===== src/design/lfusa_pkg.sv =====
`timescale 1ns / 1ps

package lfusa_pkg;

  localparam int TagW     = 31;
  localparam int CntW     = 16;
  localparam int MissW    = 32;
  localparam int LineOutW = 4;

  localparam int LinesDef = 16;
  localparam int WaysDef  = 4;
  localparam int SetsDef  = 4;

  typedef enum logic [2:0] {
    ST_IDLE,
    ST_SCAN,
    ST_VICT,
    ST_WRITE,
    ST_DONE
  } seq_state_e;

  typedef struct packed {
    logic                was_hit;
    logic [LineOutW-1:0] line_used;
    logic [MissW-1:0]    miss_total;
  } res_t;

endpackage


===== src/design/lfusa_if.sv =====
`timescale 1ns / 1ps

interface lfusa_req_if import lfusa_pkg::*; ();
  logic            valid;
  logic            ready;
  logic [TagW-1:0] ref_tag;

  modport source (output valid, output ref_tag, input ready);
  modport sink (input valid, input ref_tag, output ready);
endinterface

interface lfusa_rsp_if import lfusa_pkg::*; ();
  logic                valid;
  logic                ready;
  logic                was_hit;
  logic [LineOutW-1:0] line_used;
  logic [MissW-1:0]    miss_total;

  modport source (output valid, output was_hit, output line_used, output miss_total,
                  input ready);
  modport sink (input valid, input was_hit, input line_used, input miss_total,
                output ready);
endinterface


===== src/design/lfusa_mem.sv =====
`timescale 1ns / 1ps

module lfusa_mem #(
  parameter int Depth = 16,
  parameter int Width = 47,
  parameter int AddrW = 4
) (
  input  logic             clk_i,
  input  logic             we_i,
  input  logic [AddrW-1:0] waddr_i,
  input  logic [Width-1:0] wdata_i,
  input  logic             re_i,
  input  logic [AddrW-1:0] raddr_i,
  output logic [Width-1:0] rdata_o
);

  logic [Width-1:0] mem_q [Depth];
  logic [Width-1:0] rdata_q;

  always_ff @(posedge clk_i) begin
    if (we_i) begin
      mem_q[waddr_i] <= wdata_i;
    end
  end

  always_ff @(posedge clk_i) begin
    if (re_i) begin
      rdata_q <= mem_q[raddr_i];
    end
  end

  assign rdata_o = rdata_q;

endmodule


===== src/design/lfusa_seq.sv =====
`timescale 1ns / 1ps

module lfusa_seq import lfusa_pkg::*; #(
  parameter int LINES = LinesDef,
  parameter int WAYS  = WaysDef,
  parameter int SETS  = SetsDef
) (
  input  logic            clk_i,
  input  logic            rst_ni,
  input  logic            in_valid_i,
  input  logic [TagW-1:0] in_tag_i,
  output logic            in_ready_o,
  output logic            done_o,
  input  logic            take_i,
  output res_t            res_o
);

  localparam int IdxW  = $clog2(LINES);
  localparam int IdxCW = $clog2(LINES + 1);
  localparam int WcW   = $clog2(WAYS + 1);
  localparam int SeqW  = (SETS > 1) ? $clog2(SETS) : 1;
  localparam int LnW   = $clog2(SETS * WAYS + LINES + 1);
  localparam int MemW  = TagW + CntW;

  seq_state_e state_q, state_d;

  logic [TagW-1:0]  tag_q, tag_d;
  logic [IdxCW-1:0] idx_q, idx_d;
  logic             pend_q, pend_d;
  logic [IdxW-1:0]  pidx_q, pidx_d;
  logic [WcW-1:0]   way_q, way_d;
  logic             any_q, any_d;
  logic [CntW-1:0]  least_q, least_d;
  logic [CntW-1:0]  wcnt_q, wcnt_d;
  logic [IdxW-1:0]  line_q, line_d;
  logic             hit_q, hit_d;
  logic [SeqW-1:0]  seq_q, seq_d;
  logic [MissW-1:0] miss_q, miss_d;
  logic [LINES-1:0] valid_q, valid_d;

  logic             mem_we;
  logic             mem_re;
  logic [IdxW-1:0]  mem_raddr;
  logic [MemW-1:0]  mem_rdata;
  logic [TagW-1:0]  rd_tag;
  logic [CntW-1:0]  rd_cnt;

  logic [LnW-1:0]   base;
  logic [LnW-1:0]   nway;
  logic [LnW-1:0]   vict_ln;
  logic             no_set;
  logic             free_found;
  logic [IdxW-1:0]  free_ln;
  logic             scan_rd;
  logic             scan_hit;
  logic             scan_miss;
  logic             vict_rd;

  lfusa_mem #(
    .Depth (LINES),
    .Width (MemW),
    .AddrW (IdxW)
  ) u_mem (
    .clk_i   (clk_i),
    .we_i    (mem_we),
    .waddr_i (line_q),
    .wdata_i ({tag_q, wcnt_q}),
    .re_i    (mem_re),
    .raddr_i (mem_raddr),
    .rdata_o (mem_rdata)
  );

  assign rd_tag = mem_rdata[CntW +: TagW];
  assign rd_cnt = mem_rdata[CntW-1:0];

  // The fill set follows the reference sequence number, not the tag.
  assign base    = LnW'(seq_q) * LnW'(WAYS);
  assign no_set  = (base >= LnW'(LINES));
  assign nway    = no_set ? '0 :
                   ((LnW'(LINES) - base) < LnW'(WAYS)) ? (LnW'(LINES) - base) : LnW'(WAYS);
  assign vict_ln = base + LnW'(way_q);

  always_comb begin
    logic [LnW-1:0] ln;
    free_found = 1'b0;
    free_ln    = '0;
    for (int w = 0; w < WAYS; w++) begin
      ln = base + LnW'(w);
      if (!free_found && ln < LnW'(LINES) && !valid_q[ln[IdxW-1:0]]) begin
        free_found = 1'b1;
        free_ln    = ln[IdxW-1:0];
      end
    end
  end

  assign scan_rd   = (state_q == ST_SCAN) && (idx_q < IdxCW'(LINES));
  assign scan_hit  = (state_q == ST_SCAN) && pend_q && valid_q[pidx_q] && (rd_tag == tag_q);
  assign scan_miss = (state_q == ST_SCAN) && pend_q && !scan_hit &&
                     (pidx_q == IdxW'(LINES - 1));
  assign vict_rd   = (state_q == ST_VICT) && (LnW'(way_q) < nway);

  always_comb begin
    state_d = state_q;
    case (state_q)
      ST_IDLE: begin
        if (in_valid_i) begin
          state_d = ST_SCAN;
        end
      end
      ST_SCAN: begin
        if (scan_hit) begin
          state_d = ST_WRITE;
        end else if (scan_miss) begin
          if (no_set) begin
            state_d = ST_DONE;
          end else if (free_found) begin
            state_d = ST_WRITE;
          end else begin
            state_d = ST_VICT;
          end
        end
      end
      ST_VICT: begin
        if (!vict_rd && pend_q) begin
          state_d = ST_WRITE;
        end
      end
      ST_WRITE: begin
        state_d = ST_DONE;
      end
      ST_DONE: begin
        if (take_i) begin
          state_d = ST_IDLE;
        end
      end
      default: begin
        state_d = ST_IDLE;
      end
    endcase
  end

  always_comb begin
    tag_d     = tag_q;
    idx_d     = idx_q;
    pend_d    = 1'b0;
    pidx_d    = pidx_q;
    way_d     = way_q;
    any_d     = any_q;
    least_d   = least_q;
    wcnt_d    = wcnt_q;
    line_d    = line_q;
    hit_d     = hit_q;
    seq_d     = seq_q;
    miss_d    = miss_q;
    valid_d   = valid_q;
    mem_we    = 1'b0;
    mem_re    = 1'b0;
    mem_raddr = idx_q[IdxW-1:0];
    case (state_q)
      ST_IDLE: begin
        if (in_valid_i) begin
          tag_d = in_tag_i;
          idx_d = '0;
        end
      end
      ST_SCAN: begin
        // Read of one line per cycle; the tag of the previous read is compared.
        mem_re = scan_rd;
        pend_d = scan_rd;
        pidx_d = idx_q[IdxW-1:0];
        if (scan_rd) begin
          idx_d = idx_q + 1'b1;
        end
        if (scan_hit) begin
          pend_d = 1'b0;
          hit_d  = 1'b1;
          line_d = pidx_q;
          wcnt_d = (rd_cnt == '1) ? rd_cnt : rd_cnt + 1'b1;
        end else if (scan_miss) begin
          hit_d  = 1'b0;
          miss_d = (miss_q == '1) ? miss_q : miss_q + 1'b1;
          wcnt_d = CntW'(1);
          way_d  = '0;
          any_d  = 1'b0;
          if (no_set) begin
            line_d = '0;
          end else if (free_found) begin
            line_d = free_ln;
          end
        end
      end
      ST_VICT: begin
        // Every way of the set is valid here; keep the first least count.
        mem_re    = vict_rd;
        mem_raddr = vict_ln[IdxW-1:0];
        pend_d    = vict_rd;
        pidx_d    = vict_ln[IdxW-1:0];
        if (vict_rd) begin
          way_d = way_q + 1'b1;
        end
        if (pend_q && (!any_q || rd_cnt < least_q)) begin
          any_d   = 1'b1;
          least_d = rd_cnt;
          line_d  = pidx_q;
        end
      end
      ST_WRITE: begin
        mem_we          = 1'b1;
        valid_d[line_q] = 1'b1;
      end
      ST_DONE: begin
        if (take_i) begin
          seq_d = (seq_q == SeqW'(SETS - 1)) ? '0 : seq_q + 1'b1;
        end
      end
      default: begin
      end
    endcase
  end

  assign in_ready_o       = (state_q == ST_IDLE);
  assign done_o           = (state_q == ST_DONE);
  assign res_o.was_hit    = hit_q;
  assign res_o.line_used  = LineOutW'(line_q);
  assign res_o.miss_total = miss_q;

  always_ff @(posedge clk_i or negedge rst_ni) begin
    if (!rst_ni) begin
      state_q <= ST_IDLE;
      pend_q  <= 1'b0;
      any_q   <= 1'b0;
      hit_q   <= 1'b0;
      seq_q   <= '0;
      miss_q  <= '0;
      valid_q <= '0;
    end else begin
      state_q <= state_d;
      pend_q  <= pend_d;
      any_q   <= any_d;
      hit_q   <= hit_d;
      seq_q   <= seq_d;
      miss_q  <= miss_d;
      valid_q <= valid_d;
    end
  end

  always_ff @(posedge clk_i) begin
    tag_q   <= tag_d;
    idx_q   <= idx_d;
    pidx_q  <= pidx_d;
    way_q   <= way_d;
    least_q <= least_d;
    wcnt_q  <= wcnt_d;
    line_q  <= line_d;
  end

`ifndef SYNTH
  a_hit_line_valid: assert property (@(posedge clk_i) disable iff (!rst_ni)
    (state_q == ST_DONE && hit_q) |-> valid_q[line_q])
    else $error("hit reported on an invalid line");

  a_miss_monotonic: assert property (@(posedge clk_i) disable iff (!rst_ni)
    (state_q != ST_IDLE) |=> (miss_q >= $past(miss_q)))
    else $error("miss counter went down");

  a_seq_range: assert property (@(posedge clk_i) disable iff (!rst_ni)
    seq_q <= SeqW'(SETS - 1))
    else $error("sequence number out of range");

  a_vict_all_valid: assert property (@(posedge clk_i) disable iff (!rst_ni)
    vict_rd |-> valid_q[vict_ln[IdxW-1:0]])
    else $error("victim search on a set with a free way");

  a_valid_only_grows: assert property (@(posedge clk_i) disable iff (!rst_ni)
    (state_q != ST_WRITE) |=> (valid_q == $past(valid_q)))
    else $error("valid bits changed outside a write");
`endif

endmodule


===== src/design/lfu_set_assoc_cache_sim.sv =====
`timescale 1ns / 1ps

// Channel  Dir  Modport  Payload
// req_i    in   sink     ref_tag[30:0]
// rsp_o    out  source   was_hit, line_used[3:0], miss_total[31:0]
//
// One reference at a time. The tag scan reads one line per cycle from the line
// memory and stops at the first matching line on a hit. A miss scans every line
// and, when the set has no free way, also reads the set's ways to pick a victim.
// Reset clears the valid bits, the sequence number and the miss counter at once.
// A result waits in the output register; a new reference is taken meanwhile, and
// its own result holds the sequencer only while the register is still full.
module lfu_set_assoc_cache_sim import lfusa_pkg::*; #(
  parameter int LINES = LinesDef,
  parameter int WAYS  = WaysDef,
  parameter int SETS  = SetsDef
) (
  input  logic  clk_i,
  input  logic  rst_ni,
  lfusa_req_if.sink   req_i,
  lfusa_rsp_if.source rsp_o
);

  logic done;
  logic take;
  res_t res;
  res_t res_q;
  logic ovalid_q, ovalid_d;

  lfusa_seq #(
    .LINES (LINES),
    .WAYS  (WAYS),
    .SETS  (SETS)
  ) u_seq (
    .clk_i      (clk_i),
    .rst_ni     (rst_ni),
    .in_valid_i (req_i.valid),
    .in_tag_i   (req_i.ref_tag),
    .in_ready_o (req_i.ready),
    .done_o     (done),
    .take_i     (take),
    .res_o      (res)
  );

  // A finished result moves into the output register once it is free or draining.
  assign take = done && (!ovalid_q || rsp_o.ready);

  always_comb begin
    ovalid_d = ovalid_q;
    if (take) begin
      ovalid_d = 1'b1;
    end else if (rsp_o.ready) begin
      ovalid_d = 1'b0;
    end
  end

  always_ff @(posedge clk_i or negedge rst_ni) begin
    if (!rst_ni) begin
      ovalid_q <= 1'b0;
    end else begin
      ovalid_q <= ovalid_d;
    end
  end

  always_ff @(posedge clk_i) begin
    if (take) begin
      res_q <= res;
    end
  end

  assign rsp_o.valid      = ovalid_q;
  assign rsp_o.was_hit    = res_q.was_hit;
  assign rsp_o.line_used  = res_q.line_used;
  assign rsp_o.miss_total = res_q.miss_total;

endmodule


===== src/flat_wrapper.sv =====
// flat-port wrapper written by rule: the top's interface ports become plain ports
module lfu_set_assoc_cache_sim_flat import lfusa_pkg::*;
#(
  parameter int LINES = LinesDef,
  parameter int WAYS  = WaysDef,
  parameter int SETS  = SetsDef
)
  (clk_i, rst_ni, req_i_valid, req_i_ref_tag, req_i_ready, rsp_o_valid, rsp_o_was_hit, rsp_o_line_used, rsp_o_miss_total, rsp_o_ready);
  lfusa_req_if req_i_i ();
  lfusa_rsp_if rsp_o_i ();
  input  logic clk_i;
  input  logic rst_ni;
  input wire logic [$bits(req_i_i.valid)-1:0] req_i_valid;
  input wire logic [$bits(req_i_i.ref_tag)-1:0] req_i_ref_tag;
  output wire logic [$bits(req_i_i.ready)-1:0] req_i_ready;
  output wire logic [$bits(rsp_o_i.valid)-1:0] rsp_o_valid;
  output wire logic [$bits(rsp_o_i.was_hit)-1:0] rsp_o_was_hit;
  output wire logic [$bits(rsp_o_i.line_used)-1:0] rsp_o_line_used;
  output wire logic [$bits(rsp_o_i.miss_total)-1:0] rsp_o_miss_total;
  input wire logic [$bits(rsp_o_i.ready)-1:0] rsp_o_ready;
  assign req_i_i.valid = req_i_valid;
  assign req_i_i.ref_tag = req_i_ref_tag;
  assign req_i_ready = req_i_i.ready;
  assign rsp_o_valid = rsp_o_i.valid;
  assign rsp_o_was_hit = rsp_o_i.was_hit;
  assign rsp_o_line_used = rsp_o_i.line_used;
  assign rsp_o_miss_total = rsp_o_i.miss_total;
  assign rsp_o_i.ready = rsp_o_ready;
  lfu_set_assoc_cache_sim #(.LINES(LINES), .WAYS(WAYS), .SETS(SETS)) u_core (.clk_i(clk_i), .rst_ni(rst_ni), .req_i(req_i_i), .rsp_o(rsp_o_i));
endmodule

===== config.mk =====
export PLATFORM = sky130hd
export DESIGN_NAME = lfu_set_assoc_cache_sim_flat
export DESIGN_NICKNAME = d
export VERILOG_FILES = /design/src/design/lfusa_pkg.sv /design/src/design/lfusa_if.sv /design/src/design/lfusa_mem.sv /design/src/design/lfusa_seq.sv /design/src/design/lfu_set_assoc_cache_sim.sv /design/src/flat_wrapper.sv
export SDC_FILE = /design/constraint.sdc
export NUM_CORES = 1
export LEC_CHECK = 0
export ABC_AREA = 1
export BUFFER_PORTS_ARGS = -buffer_cell sky130_fd_sc_hd__buf_4
export CAP_MARGIN = 0
export CELL_PAD_IN_SITES_DETAIL_PLACEMENT = 0
export CELL_PAD_IN_SITES_GLOBAL_PLACEMENT = 1
export CORE_MARGIN = 5
export CORE_UTILIZATION = 40
export DETAILED_ROUTE_END_ITERATION = 10
export PLACE_DENSITY_LB_ADDON = 0.3
export SKIP_LAST_GASP = 1
export SLEW_MARGIN = 20
export SYNTH_ARGS = -nofsm -noshare
export SYNTH_HDL_FRONTEND = slang
export SYNTH_HIERARCHICAL = 1
export SYNTH_SLANG_ARGS = --single-unit
export TNS_END_PERCENT = 50

===== constraint.sdc =====
create_clock -name clk_i -period 4.77 [get_ports clk_i]
set_input_delay 0.477 -clock clk_i [delete_from_list [all_inputs] [get_ports clk_i]]
set_output_delay 0.477 -clock clk_i [all_outputs]
set_load 0.02 [all_outputs]

==> Word-level counts from Yosys, hierarchy flattened <==
Memories as Yosys holds them, arrays and structs flattened. A register that Yosys moved wholly into a read port is not among the register bits.
Cells that the tools add are included.
{ "word_totals": {"regBits": 173, "latchBits": 0, "mem_bits_rw": 752, "mem_bits_ro": 0, "in_bits": 35, "output_inout_bits": 39, "elab_cells": 175, "memories": 1} }
{ "memory_table": {"columns": ["name", "depth", "word_bits", "rd", "rd_ports_with_merged_regs", "wr", "line", "text"], "rows": [
  ["u_core.u_seq.u_mem.mem_q", 16, 47, 1, 1, 1, "lfusa_mem.sv:17", "logic [Width-1:0] mem_q [Depth];"]
]} }
{ "op_classes": {"addsub": 10, "multipliers": 0, "n_div": 0, "n_lt_le_gt_ge": 16, "eq_ne": 19, "shift": 0, "mux": 62, "bitwise": 3, "n_reduce_logical": 46} }
{ "ops": {"columns": ["cell", "count"], "rows": [
  ["$mux 16", 3],
  ["$mux 4", 10],
  ["$lt 4x5->1 const B", 7],
  ["$add 32x1->32 const B", 1],
  ["$eq 32x32->1 const B", 1],
  ["$eq 31x31->1", 1],
  ["$mux 3", 9],
  ["$mux 1", 21],
  ["$lt 5x5->1 const B", 4],
  ["$reduce_and 4->1", 5],
  ["$logic_and 1x1->1", 18],
  ["$add 16x1->16 const B", 1],
  ["$bmux 1 s4", 4],
  ["$eq 16x16->1 const B", 1],
  ["$lt 16x16->1", 1],
  ["$or 16x16->16", 1],
  ["$pmux 4 s2", 2],
  ["$pmux 3 s5", 1],
  ["$mux 6", 2],
  ["$ne 2x2->1 const B", 6],
  ["$logic_not 1->1", 11],
  ["$add 4x2->5 const B", 2],
  ["$mux 5", 2],
  ["$pmux 5 s2", 1],
  ["other kinds (29)", 41]
]} }

==> Longest topological paths before layout <==
Gate-level depths: netlist of the first run.
{ "depth": {"depth_word": 22, "ltp_mapped": 16, "ltp_nobuf": 16} }

==> Cells and area by module <==
The synthesis of the first run kept the hierarchy.
{ "modules_own_cells": {"columns": ["mod", "n_inst", "cells_per_inst", "area_per_inst_um2"], "rows": [
  ["lfusa_mem", 1, 3100, 33747.4],
  ["lfusa_seq", 1, 852, 7604.8],
  ["lfu_set_assoc_cache_sim", 1, 43, 1159.9]
]} }

==> Worst setup path before layout of the first run <==
Ideal clock, no wire load.
{ "synth_path": {"path_type": "flip-flop to flip-flop", "start": "reg u_core.u_seq.state_q[1]", "end": "mem u_core.u_seq.u_mem.mem_q[12][0] (enable)", "setup_ps": 452, "arrival_ps": 3235, "setup_slack_ps": 1083, "stages_incl_launch_ff": 5, "path_cell_list": "dfrtp_1 > inv_1 > nor3_1 > nand3_1 > nor2_1"} }
{ "synth_via": {"elab_chain_cells": 4} }
{ "synth_rtl": {"columns": ["element", "line", "text"], "rows": [
  ["start: declaration", "lfusa_seq.sv:25", "seq_state_e state_q, state_d;"],
  ["start signal: assignment", "lfusa_seq.sv:237", "state_q <= state_d;"],
  ["$eq 3x2->1", "lfusa_seq.sv:159", "case (state_q)"],
  ["$mux 1", "lfusa_seq.sv:159", null],
  ["named net u_core.u_seq.mem_we", "lfusa_seq.sv:41", "logic mem_we;"],
  ["$mux 1", "lfusa_mem.sv:21", "if (we_i) begin"],
  ["$mux 1 (implied by the code)", "lfusa_mem.sv:22", "mem_q[waddr_i] <= wdata_i;"],
  ["end: declaration", "lfusa_mem.sv:17", null]
]} }
The timed path passes the listed nets, and every way through them passes these cells.

==> Worst setup path after layout of the first run <==
{ "layout_path": {"start": "reg u_core.u_seq.state_q[2]", "end": "reg u_core.u_seq.u_mem.rdata_q[32], in the netlist u_core/u_seq/u_mem/rdata_o[32], read port of u_core.u_seq.u_mem.mem_q, data pin"} }
{ "layout_via": {"word_cells_on_any_way": 6, "cone_classes": "2 x eq/ne; 2 x mux; 2 x reduce/logical"} }
{ "layout_rtl": {"columns": ["element", "line", "text"], "rows": [
  ["$eq 3x2->1", "lfusa_seq.sv:159", null],
  ["$mux 4", "lfusa_seq.sv:159", null],
  ["named net u_core.u_seq.mem_raddr[1]", "lfusa_seq.sv:43", "logic [IdxW-1:0] mem_raddr;"],
  ["end: declaration", "lfusa_mem.sv:18", "logic [Width-1:0] rdata_q;"]
]} }
The timed path passes the listed nets, and every way through them passes these cells.
A chain may end at the register's enable or synchronous reset.

==> metrics, run 1 <==
initial core utilization=0.403; Post-Syn Nets=4053; Netlist cell types=51; measured slew at the worst slew-check pin=1.12 ns; vias=27300; Wirelength per Cell=19.3 microns; Fillers=around 10000; RSZ-0062 raised after global routing=false; HP Class=input port to flop; Final Setup Violations=0; maximum fanout along the worst path=slightly above 70; fin nets=4158; CTS tree=yes; met3 usage=0.0273; routing usage on met2=0.318; vias in the first global route=about 26000; H-tree levels=3; n_diodes=0; largest net degree at the start of global routing=171; Synth top area share=0.646; most common cell after layout, fill and taps aside=nand2_1; WS Path Type=flop to flop; Placed Cells=5352; Max VDD drop=0.960 mV; first-pass GRT wire length=164000 microns; Max-slew headroom=0.252; Initial DRT Pass Iterations=6; yosys warns=6; CTS root buf=clkbuf_16; Resized cells post-CTS=0; Die Ht=336 microns; I/O pin count=74; area of the multi-input gates=10100 sq um; clock latency on the worst-skew pair=0.68 ns; placed cell area=44600 sq um; Post-CTS Setup Repair Bufs=0; Hold Fails Final Rpt=0; dpl hpwl=about 57000 microns; Seq/Total Area, Yosys=0.680; Area growth syn-to-layout=13.6%; Power per Cell Area=611 nW/um^2; Final period util=0.654; GRT Total Usage=0.190; critical path launch point type=flop; final wirelength=108000 microns; number of DRC markers in iteration 0=1912; site row count=119; fmax=0.320 GHz; Min Hold Slack=0.0719 ns; Final min period=3.12 ns; Lkg Pwr=20.1 nW; total of max-cap violations=0; setup TNS=0 ns; met1 usage=0.265; layer with the highest usage=met2; Critical Path AT=3.67 ns; Clock transition at path regs=0.06 ns; Die ar.=~110000 sq um; fin. max-slew vios=0; synthesized cell area=between 40000 and 50000 sq um; non-filler cells, final=5582; core area=105000 sq um; Worst setup EP type=flop; CTS sink cnt=972; Die X=336 microns; top cells by area, synth=edfxtp_1 65%, nand2_1 11%, nand3_1 7.0%, inv_1 5.9%, dfrtp_1 3.4%; Mean Syn Cell Area=10.6 sq um; via/cell ratio=about 4.9; initial antenna violation count=0; CTS Buffer Depth=3; Inserted Clock Buffers=105; data required time of the critical path=5.32 ns; run status=finished, final reports clean; global route overflow=0; I/O Buffers=73; Gate Count Post-Synth=around 4000; Final GP Congestion=between 0.8 and 0.9; final instance area=48300 sq um; most frequent cells in the layout=1214 x nand2_1, 915 x edfxtp_1, 669 x inv_1, 593 x nand3_1, 116 x buf_4; layout cell share with drive strength beyond 1=0.0826; Seq. cell area=28900 sq um; FF+latch count, synth=972; hold buffers post-CTS=32; clk_skew=0.0224 ns; DRC=0; cell taking the most area after synthesis=edfxtp_1; ANT nets after route=0
-- power breakdown --
part	internal (W)	switching, W	total (W)
Clock	0.00468	0.00332	0.00800
Combinational	0.00294	0.00727	0.0102
Sequential	0.0106	0.000723	0.0113
-- layer usage --
layer	up-vias	part of all wire
met5	-	0
li1	13300	-
met4	0	0.022
met3	140	0.045
met1	13300	0.46
met2	581	0.47
-- metrics by stage --
stage | util | setup slack (ns) | total power (W)
5_1_grt | 0.458 | 1.43 | 0.0314
3_3_place_gp | 0.423 | 1.64 | 0.0217
6_report | 0.458 | 1.65 | 0.0295
4_1_cts | 0.458 | 1.63 | 0.0299
2_1_floorplan | - | 1.08 | 0.0186
3_5_place_dp | 0.423 | 1.65 | 0.0218
-- registers in the layout, indices dropped and copies added (netlist names), 3 cells and up --
signal                      count
u_core/u_seq/u_mem/mem_q      752
u_core/u_seq/u_mem/rdata_o     47
u_core/rsp_o.miss_total        32
u_core/u_seq/miss_q            32
u_core/u_seq/tag_q             31
u_core/u_seq/least_q           16
u_core/u_seq/valid_q           16
u_core/u_seq/wcnt_q            16
u_core/u_seq/idx_q              5
u_core/rsp_o.line_used          4
u_core/u_seq/line_q             4
u_core/u_seq/pidx_q             4
u_core/u_seq/state_q            3
u_core/u_seq/way_q              3
-- Yosys cell counts, drive strengths merged --
master and count:
a31oi 2, o211ai 6, o2111ai 1, nor2 107, inv 677, a21boi 1, a32oi 1, dfrtp 57
a211oi 3, or2 1, nand2 1227, nor4 8, o22ai 4, nand4 17, buf 145, xor2 31
o21ai 47, edfxtp 915, o21bai 8, a21oi 25, o21a 1, nor3 25, ha 23, xnor2 37
nand3b 7, clkbuf 22, nand3 597
-- worst max-delay path, stage by stage, from the launching register on --
cell and delay [ns]:
dfrtp_1 0.43, nor3_1 0.21, buf_4 0.19, inv_2 0.10
nand2_1 0.11, nand2_4 0.30, inv_6 0.70, buf_4 0.43
nand3_1 0.12, nand3_1 0.14, nand3_1 0.09, nand2_1 0.10
-- kinds of logic (layout without fill, tap and decap cells) --
logic type      after synthesis  in the layout  synth area share
compound gates               99             99            0.0137
fa+ha+maj                    23             23           0.00677
flops                       972            972             0.680
xor+xnor                     68             68            0.0140
buf+inv                     844           1040            0.0857
simple gates               1989           1989             0.200
-- final timing paths --
kind | from | to | slack [ns] | cells past startpoint
max in group asynchronous | rst_ni | u_core/u_seq/valid_q[5]$_DFFE_PN0P_ | 3.79 | 2
max | u_core/u_seq/state_q[2]$_DFFE_PN0P_ | u_core/u_seq/u_mem/rdata_o[32]$_DFFE_PP_ | 1.65 | 11
max reg2reg | u_core/u_seq/state_q[2]$_DFFE_PN0P_ | u_core/u_seq/u_mem/rdata_o[32]$_DFFE_PP_ | 1.65 | 11
min reg2reg | u_core/u_seq/miss_q[31]$_DFFE_PN0P_ | u_core/rsp_o.miss_total[31]$_DFFE_PP_ | 0.44 | 0
min in group asynchronous | rst_ni | u_core/u_seq/miss_q[29]$_DFFE_PN0P_ | 0.43 | 2
min | rsp_o_ready | u_core/rsp_o.valid$_DFFE_PN0P_ | 0.07 | 4
-- cell type report --
| class | instances | area share |
|---|---|---|
| clock buffers | 131 | 0.0577 |
| clock inverters | 67 | 0.0125 |
| inverters | 677 | 0.0531 |
| multi-input cells | 2179 | 0.210 |
| flip-flops and latches | 972 | 0.599 |
| well taps | 1391 | 0.0360 |
| repair buffers | 165 | 0.0319 |
(Power assumes the default switching activity.)
==> run 2, diff against run 1 <==
- ABC_AREA: 1 -> 0
- clock period: 4.77 -> 2.5 ns (I/O delays scaled with it)
==> run 2 against run 1 <==
Cell count decreased by 36%. Register-to-register slack got worse by 1.6 ns. Global-route usage is 0.72 points lower. Highest routed layer unchanged. Core utilization increased by 3.7 points. Largest cell class unchanged. Largest power group unchanged. Final area down 4.1%. Worst setup slack got worse by 1.6 ns. Critical endpoint is now u_core/u_seq/miss_q[18]$_DFFE_PN0P_. Sequential power increased by 84%.
==> metrics, run 2 <==
run status=finished, final reports clean (unchanged); clk_skew=0.0170 ns (was 0.0224 ns); Critical-path top delay cell=or4_4 (was inv_6); ANT nets after route=0 (unchanged); synth cell count leaders=915 x edfxtp_1, 196 x mux4_2, 94 x a22oi_1, 89 x nand2_1 (was 1217 x nand2_1, 915 x edfxtp_1, 671 x inv_1, 593 x nand3_1, 99 x nor2_1); dominant combinational cell family by area after synthesis=multiplexers (was simple AND/OR/NAND/NOR gates); final instance area=46300 sq um (was 48300 sq um); maximum fanout along the worst path=14 (was 72); Synth Area in XOR/XNOR=0.0181 (was 0.0140); Post-Route Utilization=0.495 (was 0.458); hold path start=req_i_valid (was rsp_o_ready); total of max-cap violations=0 (unchanged); number of DRC markers in iteration 0=1570 (was 1912); Hold Fails Final Rpt=0 (unchanged); clock latency on the worst-skew pair=0.67 ns (was 0.68 ns); initial core utilization=0.403 (about the same); dpl ws=-0.160 ns (was 1.65 ns); worst-case reg-to-reg path depth=8 (was 11); FF+latch count, synth=972 (unchanged); data required time of the critical path=3.04 ns (was 5.32 ns); Worst Hold End=u_core/u_seq/state_q[0]$_DFFE_PN0P_ (was u_core/rsp_o.valid$_DFFE_PN0P_); vias in the first global route=19900 (was 26500); met1 usage=0.253 (was 0.265); Die ar.=100000 sq um (was 113000 sq um); adder-cell share of the synthesized area=0.00764 (was 0.00677); RSZ-0062 raised after global routing=true (was false); layer with the highest usage=met2 (unchanged); vias=19300 (was 27300); Final period util=0.997 (was 0.654); EDFF count, synth=915 (unchanged); post-synthesis mux area share=0.120 (was 0); met3 usage=0.0308 (was 0.0273); DRC=0 (unchanged); critical-path cell list=xor2_1 -> or4_4 -> nor4_4 -> nand4b_4 -> buf_4 -> buf_4 -> and3_1 -> xor2_1 (was nor3_1 -> buf_4 -> inv_2 -> nand2_1 -> nand2_4 -> inv_6 -> buf_4 -> nand3_1 -> nand3_1 -> nand3_1 -> nand2_1); final wirelength=93800 microns (was 108000 microns); CTS root buf=clkbuf_16 (unchanged); HP Class=input port to flop (unchanged); Mean Syn Cell Area=20.4 sq um (was 10.6 sq um); fin nets=2282 (was 4158); global route overflow=0 (unchanged); worst r2r src=u_core/u_seq/u_mem/rdata_o[22]$_DFFE_PP_ (was u_core/u_seq/state_q[2]$_DFFE_PN0P_); WP buf/inv=2 (was 4); Power per Cell Area=1150 nW/um^2 (was 611 nW/um^2); first-pass GRT wire length=134000 microns (was 164000 microns); main flop type after synthesis=edfxtp_1 (unchanged); Final Setup Violations=0 (unchanged); Final min period=2.49 ns (was 3.12 ns); initial antenna violation count=0 (unchanged); Max-slew headroom=0.497 (was 0.252); I/O Buffers=73 (unchanged); Initial DRT Pass Iterations=5 (was 6); layout cell share with drive strength beyond 1=0.327 (was 0.0826); fin. max-slew vios=0 (unchanged); CTS sink cnt=972 (unchanged); H-tree levels=3 (unchanged); Gate Count Post-Synth=1850 (was 3995); Critical Path AT=3.03 ns (was 3.67 ns); Lkg Pwr=15.6 nW (was 20.1 nW); routing usage on met2=0.308 (was 0.318); Netlist cell types=53 (was 51); Worst setup EP type=flop (unchanged); Post-Syn Nets=1908 (was 4053); synthesized cell area=37700 sq um (was 42500 sq um); core area=93500 sq um (was 105000 sq um); most frequent cells in the layout=915 x edfxtp_1, 238 x buf_4, 196 x mux4_2, 111 x clkbuf_16, 82 x nand2_1 (was 1214 x nand2_1, 915 x edfxtp_1, 669 x inv_1, 593 x nand3_1, 116 x buf_4); Min Hold Slack=0.151 ns (was 0.0719 ns); yosys warns=6 (unchanged); measured slew at the worst slew-check pin=0.754 ns (was 1.12 ns); most common cell after layout, fill and taps aside=edfxtp_1 (was nand2_1); Clock transition at path regs=0.06 ns (about the same); non-filler cells, final=3563 (was 5582); Wirelength per Cell=26.3 microns (was 19.3 microns); Async SR Flop Fraction=0.0586 (unchanged); cell taking the most area after synthesis=edfxtp_1 (unchanged); Worst path max stage delay=0.56 ns (was 0.70 ns); Worst Hold Depth=5 (was 4); Compound-Gate Fraction of Synth Area=0.0280 (was 0.0137); CTS tree=yes (unchanged); Top Family by Delay on Critical Path=simple AND/OR/NAND/NOR gates (was buffers and inverters); n_diodes=0 (unchanged); fmax=0.401 GHz (was 0.320 GHz); Max VDD drop=0.641 mV (was 0.960 mV); Final GP Congestion=0.791 (was 0.801); top cells by area, synth=edfxtp_1 73%, mux4_2 12%, dfrtp_1 3.8%, a22oi_1 1.9%, xnor2_1 0.91% (was edfxtp_1 65%, nand2_1 11%, nand3_1 7.0%, inv_1 5.9%, dfrtp_1 3.4%); I/O pin count=74 (unchanged); via/cell ratio=5.42 (was 4.89); site row count=112 (was 119); CTS Buffer Depth=3 (unchanged); top-count cell post-synth=edfxtp_1 (was nand2_1); setup ws final=0.00785 ns (was 1.65 ns); Reg with most FFs=u_core/u_seq/u_mem/mem_q (unchanged); max FFs per register=752 (unchanged); R2R Setup Slk=0.008 ns (was 1.65 ns); simple-gate share of the synthesized area=0.0449 (was 0.200); Die X=317 microns (was 336 microns); Inserted Clock Buffers=100 (was 105); Area growth syn-to-layout=22.9% (was 13.6%); dpl hpwl=52200 microns (was 57400 microns); Synth top area share=0.729 (was 0.646); Seq/Total Area, Yosys=0.767 (was 0.680); Die Ht=317 microns (was 336 microns); placed cell area=41700 sq um (was 44600 sq um); Placed Cells=3296 (was 5352); GRT Total Usage=0.183 (was 0.190); critical path launch point type=flop (unchanged); reg-to-reg critical path endpoint=u_core/u_seq/miss_q[18]$_DFFE_PN0P_ (was u_core/u_seq/u_mem/rdata_o[32]$_DFFE_PP_); largest net degree at the start of global routing=58 (was 171); WS Path Type=flop to flop (unchanged)
[run 2: power by group]
group          internal [W]  switching (W)
Clock               0.00866        0.00614
Combinational       0.00856        0.00893
Sequential           0.0200       0.000875
Total                0.0372         0.0160
[run 2: repair_timing]
item,CTS,global route
hold endpoints to repair,89,0
hold buffers,33,0
pin swaps,3,12
setup buffers,15,20
gates resized for setup,8,72
setup endpoints to repair,90,119
gates cloned,0,12
[run 2: routing by layer]
layer	up-vias	share of wire	routed length [microns]
li1	8362	-	-
met1	10200	0.42	39400
met2	599	0.50	46600
met3	118	0.061	5770
met4	0	0.021	1990
met5	-	0	0
[run 2: worst max-delay path by stage]
stage                                                   from                                        to  slack (ns)  cells after the start
detailed placement  u_core/u_seq/u_mem/rdata_o[10]$_DFFE_PP_          u_core/u_seq/line_q[3]$_DFFE_PP_       -0.16                      9
finish              u_core/u_seq/u_mem/rdata_o[22]$_DFFE_PP_       u_core/u_seq/miss_q[18]$_DFFE_PN0P_       0.008                      8
floorplan                u_core/u_seq/state_q[2]$_DFFE_PN0P_  u_core/u_seq/u_mem/mem_q[0][0]$_DFFE_PP_       -0.32                      4
CTS                      u_core/u_seq/state_q[2]$_DFFE_PN0P_  u_core/u_seq/u_mem/rdata_o[13]$_DFFE_PP_       -0.04                      9
global route             u_core/u_seq/state_q[0]$_DFFE_PN0P_   u_core/u_seq/u_mem/rdata_o[4]$_DFFE_PP_       -0.05                      9
global placement    u_core/u_seq/u_mem/rdata_o[10]$_DFFE_PP_          u_core/u_seq/line_q[1]$_DFFE_PP_       -0.18                      9
[run 2: cells by family after synthesis]
family                   after synthesis
AO/OA/AOI/OAI                        146
buffers and inverters                104
AND/OR/NAND/NOR                      322
multiplexers                         205
adder cells (fa/ha/maj)               23
XOR/XNOR                              78
flip-flops                           972
[run 2: area by class of cell]
type | instances | area (sq um)
tap | 1254 | 1570
clock inverter | 56 | 616
timing repair buffer | 352 | 3760
clock buffer | 131 | 2660
inverter | 23 | 86.3
multi-input combinational | 775 | 8710
sequential | 972 | 28900
fill | 7537 | 47200
[run 2: worst reg2reg max path, cell delays in order, from the launching register on]
cell	delay [ns]
edfxtp_1	0.45
xor2_1	0.20
or4_4	0.56
nor4_4	0.24
nand4b_4	0.20
buf_4	0.23
buf_4	0.19
and3_1	0.17
xor2_1	0.14
[run 2: metrics by stage]
stage	total power (W)	setup TNS [ns]
after global placement	0.0364	-2.84
after floorplan	0.0303	-100.28
after CTS	0.0519	-0.397
after global routing	0.0555	-0.707
after detailed placement	0.0366	-5.46
final	0.0532	0
==> run 3, diff against run 2 <==
- SYNTH_HIERARCHICAL: 1 -> not set
==> run 3 against run 2 <==
First-iteration DRC count grew 35%. Fmax shrank 14%. The flow now finishes with violations (setup timing). Area after synthesis grew 2.5%.
==> metrics, run 3 <==
run status=complete, but fails checks (was finished, final reports clean); failing checks=setup timing; Post-Syn Nets=2793 (was 1908); Final min period=2.89 ns (was 2.49 ns); EDFF count, synth=915 (unchanged); via/cell ratio=5.36 (was 5.42); vias=24100 (was 19300); Final period util=1.16 (was 0.997); Post-Route Utilization=0.505 (was 0.495); Worst path max stage delay=0.57 ns (was 0.56 ns); Synth Area in XOR/XNOR=0.0172 (was 0.0181); maximum fanout along the worst path=4 (was 14); Seq. cell area=28900 sq um (about the same); met3 usage=0.0319 (was 0.0308); cell taking the most area after synthesis=edfxtp_1 (unchanged); CTS sink cnt=972 (unchanged); Area growth syn-to-layout=26.0% (was 22.9%); Compound-Gate Fraction of Synth Area=0.0270 (was 0.0280); area of the multi-input gates=9640 sq um (was 8710 sq um); first-pass GRT wire length=154000 microns (was 134000 microns); most common cell after layout, fill and taps aside=edfxtp_1 (unchanged); measured slew at the worst slew-check pin=0.757 ns (was 0.754 ns); Async SR Flop Fraction=0.0586 (unchanged); I/O Buffers=73 (unchanged); setup TNS=-24.09 ns (was 0 ns); RSZ-0062 raised after global routing=true (unchanged); H-tree levels=3 (unchanged); most frequent cells in the layout=915 x edfxtp_1, 671 x nand2_1, 293 x nand3_1, 280 x buf_4, 142 x mux2i_1 (was 915 x edfxtp_1, 238 x buf_4, 196 x mux4_2, 111 x clkbuf_16, 82 x nand2_1); final wirelength=107000 microns (was 93800 microns); Initial DRT Pass Iterations=7 (was 5); Fillers=8065 (was 7537); clk_skew=0.0227 ns (was 0.0170 ns); critical-path cell list=xor2_1 -> or4_4 -> or4_4 -> or4b_4 -> and2_4 -> mux2_4 (was xor2_1 -> or4_4 -> nor4_4 -> nand4b_4 -> buf_4 -> buf_4 -> and3_1 -> xor2_1); Max-slew headroom=0.496 (was 0.497); CTS tree=yes (unchanged); ANT nets after route=0 (unchanged); Die ar.=103000 sq um (was 100000 sq um); Gate Count Post-Synth=2735 (was 1850); Critical Path AT=3.29 ns (was 3.03 ns); Hold Fails Final Rpt=0 (unchanged); yosys warns=0 (was 6); n_diodes=0 (unchanged); fmax=0.346 GHz (was 0.401 GHz); layout cell share with drive strength beyond 1=0.214 (was 0.327); met1 usage=0.266 (was 0.253); CTS root buf=clkbuf_16 (unchanged); top-count cell post-synth=edfxtp_1 (unchanged); adder-cell share of the synthesized area=0.00745 (was 0.00764); dpl ws=-0.470 ns (was -0.160 ns); fin. max-slew vios=0 (unchanged); Max VDD drop=0.867 mV (was 0.641 mV); CTS Buffer Depth=3 (unchanged); setup ws final=-0.392 ns (was 0.00785 ns); global route overflow=0 (unchanged); Die Ht=321 microns (was 317 microns); Reg with most FFs=u_core.u_seq.u_mem.mem_q (was u_core/u_seq/u_mem/mem_q); Wirelength per Cell=23.8 microns (was 26.3 microns); Die X=321 microns (was 317 microns); Final GP Congestion=0.823 (was 0.791); synthesized cell area=38600 sq um (was 37700 sq um); vias in the first global route=23800 (was 19900); I/O pin count=74 (unchanged); Inserted Clock Buffers=101 (was 100); Lkg Pwr=18.1 nW (was 15.6 nW); WS Path Type=flop to flop (unchanged); critical path launch point type=flop (unchanged); site row count=114 (was 112); FF+latch count, synth=972 (unchanged); largest net degree at the start of global routing=58 (unchanged); total of max-cap violations=0 (unchanged); HP Class=input port to flop (unchanged); Netlist cell types=52 (was 53); Mean Syn Cell Area=14.1 sq um (was 20.4 sq um); Worst setup EP type=flop (unchanged); most used cell, CP=or4_4; Clock transition at path regs=0.06 ns (about the same); dominant combinational cell family by area after synthesis=simple AND/OR/NAND/NOR gates (was multiplexers); Critical-path top delay cell=or4b_4 (was or4_4); post-synthesis mux area share=0.0449 (was 0.120); clock latency on the worst-skew pair=0.67 ns (about the same); top cells by area, synth=edfxtp_1 71%, nand2_1 6.8%, nand3_1 4.0%, mux2i_1 3.8%, dfrtp_1 3.7% (was edfxtp_1 73%, mux4_2 12%, dfrtp_1 3.8%, a22oi_1 1.9%, xnor2_1 0.91%); initial antenna violation count=3 (was 0); max FFs per register=752 (unchanged); initial core utilization=0.401 (was 0.403); Final Setup Violations=112 (was 0); number of DRC markers in iteration 0=2119 (was 1570); Synth top area share=0.712 (was 0.729); dpl hpwl=61900 microns (was 52200 microns); main flop type after synthesis=edfxtp_1 (unchanged); routing usage on met2=0.335 (was 0.308); Seq/Total Area, Yosys=0.749 (was 0.767); fin nets=3187 (was 2282); synth cell count leaders=915 x edfxtp_1, 697 x nand2_1, 312 x nand3_1, 147 x mux2i_1, 95 x clkbuf_1 (was 915 x edfxtp_1, 196 x mux4_2, 94 x a22oi_1, 89 x nand2_1); DRC=0 (unchanged); GRT Total Usage=0.199 (was 0.183); simple-gate share of the synthesized area=0.136 (was 0.0449); core area=96300 sq um (was 93500 sq um); data required time of the critical path=2.90 ns (was 3.04 ns); layer with the highest usage=met2 (unchanged); Power per Cell Area=1230 nW/um^2 (was 1150 nW/um^2)
-- run 3: cell count changes after synthesis, moves of 54 or more --
cell,delta
a22oi_1,-93
clkbuf_1,+54
mux2i_1,+143
mux4_2,-188
nand2_1,+608
nand3_1,+283
-- run 3: power by group --
| part | switching, W | internal [W] | leakage, nW | total (W) |
|---|---|---|---|---|
| clock network | 0.00628 | 0.00901 | 1.65 | 0.0153 |
| logic | 0.0136 | 0.0100 | 7.30 | 0.0236 |
| registers | 0.000912 | 0.0202 | 9.12 | 0.0211 |
-- run 3: through the flow --
| stage | cells | instance area [sq um] | hold slack [ns] | total power (W) |
|---|---|---|---|---|
| 2_1_floorplan | 2735 | 38800 | -0.0456 | 0.0325 |
| 3_3_place_gp | 4217 | 43500 | 0.355 | 0.0415 |
| 3_5_place_dp | 4217 | 43500 | 0.369 | 0.0418 |
| 4_1_cts | 4448 | 47500 | 0.0240 | 0.0578 |
| 5_1_grt | 4491 | 48600 | 0.107 | 0.0628 |
| 6_report | 4491 | 48600 | 0.0632 | 0.0600 |
-- run 3: critical path, delay by kind of cell (launching register included) --
kind             cells  cell delay [ns]
multiplexers         1             0.29
flip-flops           1             0.41
XOR/XNOR             1             0.19
AND/OR/NAND/NOR      4             1.75
-- run 3: per-layer routing --
metal,part of all wire,up-vias,wire length [microns]
li1,-,10900,-
met3,0.059,169,6310
met2,0.49,810,52000
met5,0.00012,-,13
met4,0.033,2,3510
met1,0.42,12200,45000
-- run 3: final timing paths --
path,startpoint,depth (start not counted),end,slack [ns]
worst min register to register,u_core.u_seq.hit_q$_DFFE_PN0P_,0,u_core.rsp_o.was_hit$_DFFE_PP_,0.49
worst min-delay path,req_i_valid,5,u_core.u_seq.state_q[0]$_DFFE_PN0P_,0.06
worst max register to register,u_core.u_seq.tag_q[14]$_DFFE_PP_,6,u_core.u_seq.line_q[2]$_DFFE_PP_,-0.39
worst max-delay path,u_core.u_seq.tag_q[14]$_DFFE_PP_,6,u_core.u_seq.line_q[2]$_DFFE_PP_,-0.39
max in group asynchronous,rst_ni,2,u_core.u_seq.state_q[2]$_DFFE_PN0P_,1.74
min in group asynchronous,rst_ni,2,u_core.u_seq.miss_q[14]$_DFFE_PN0P_,0.23
-- run 3: cells by family after synthesis --
logic type                 count (synthesis)
AOI/OAI and AO/OA                        132
xor gates and xnor gates                  76
adders and majority gates                 23
buffers and inverters                    171
DFF                                      972
muxes                                    161
and+or+nand+nor                         1200
-- run 3: cell type report --
| cell class | count | share of cell area |
|---|---|---|
| sequential | 972 | 0.594 |
| multi-input combinational | 1593 | 0.198 |
| timing repair buffer | 435 | 0.102 |
| clock buffer | 114 | 0.0538 |
| tap | 1276 | 0.0328 |
| clock inverter | 75 | 0.0165 |
| inverter | 26 | 0.00260 |
-- run 3: repair_timing --
item / CTS / global route
resized for setup: 12 / 106
hold endpoints to repair: 89 / 0
buffers inserted: 5 / 27
gates cloned: 4 / 19
pin swaps: 5 / 38
hold buffers: 33 / 0
setup endpoints to repair: 127 / 129
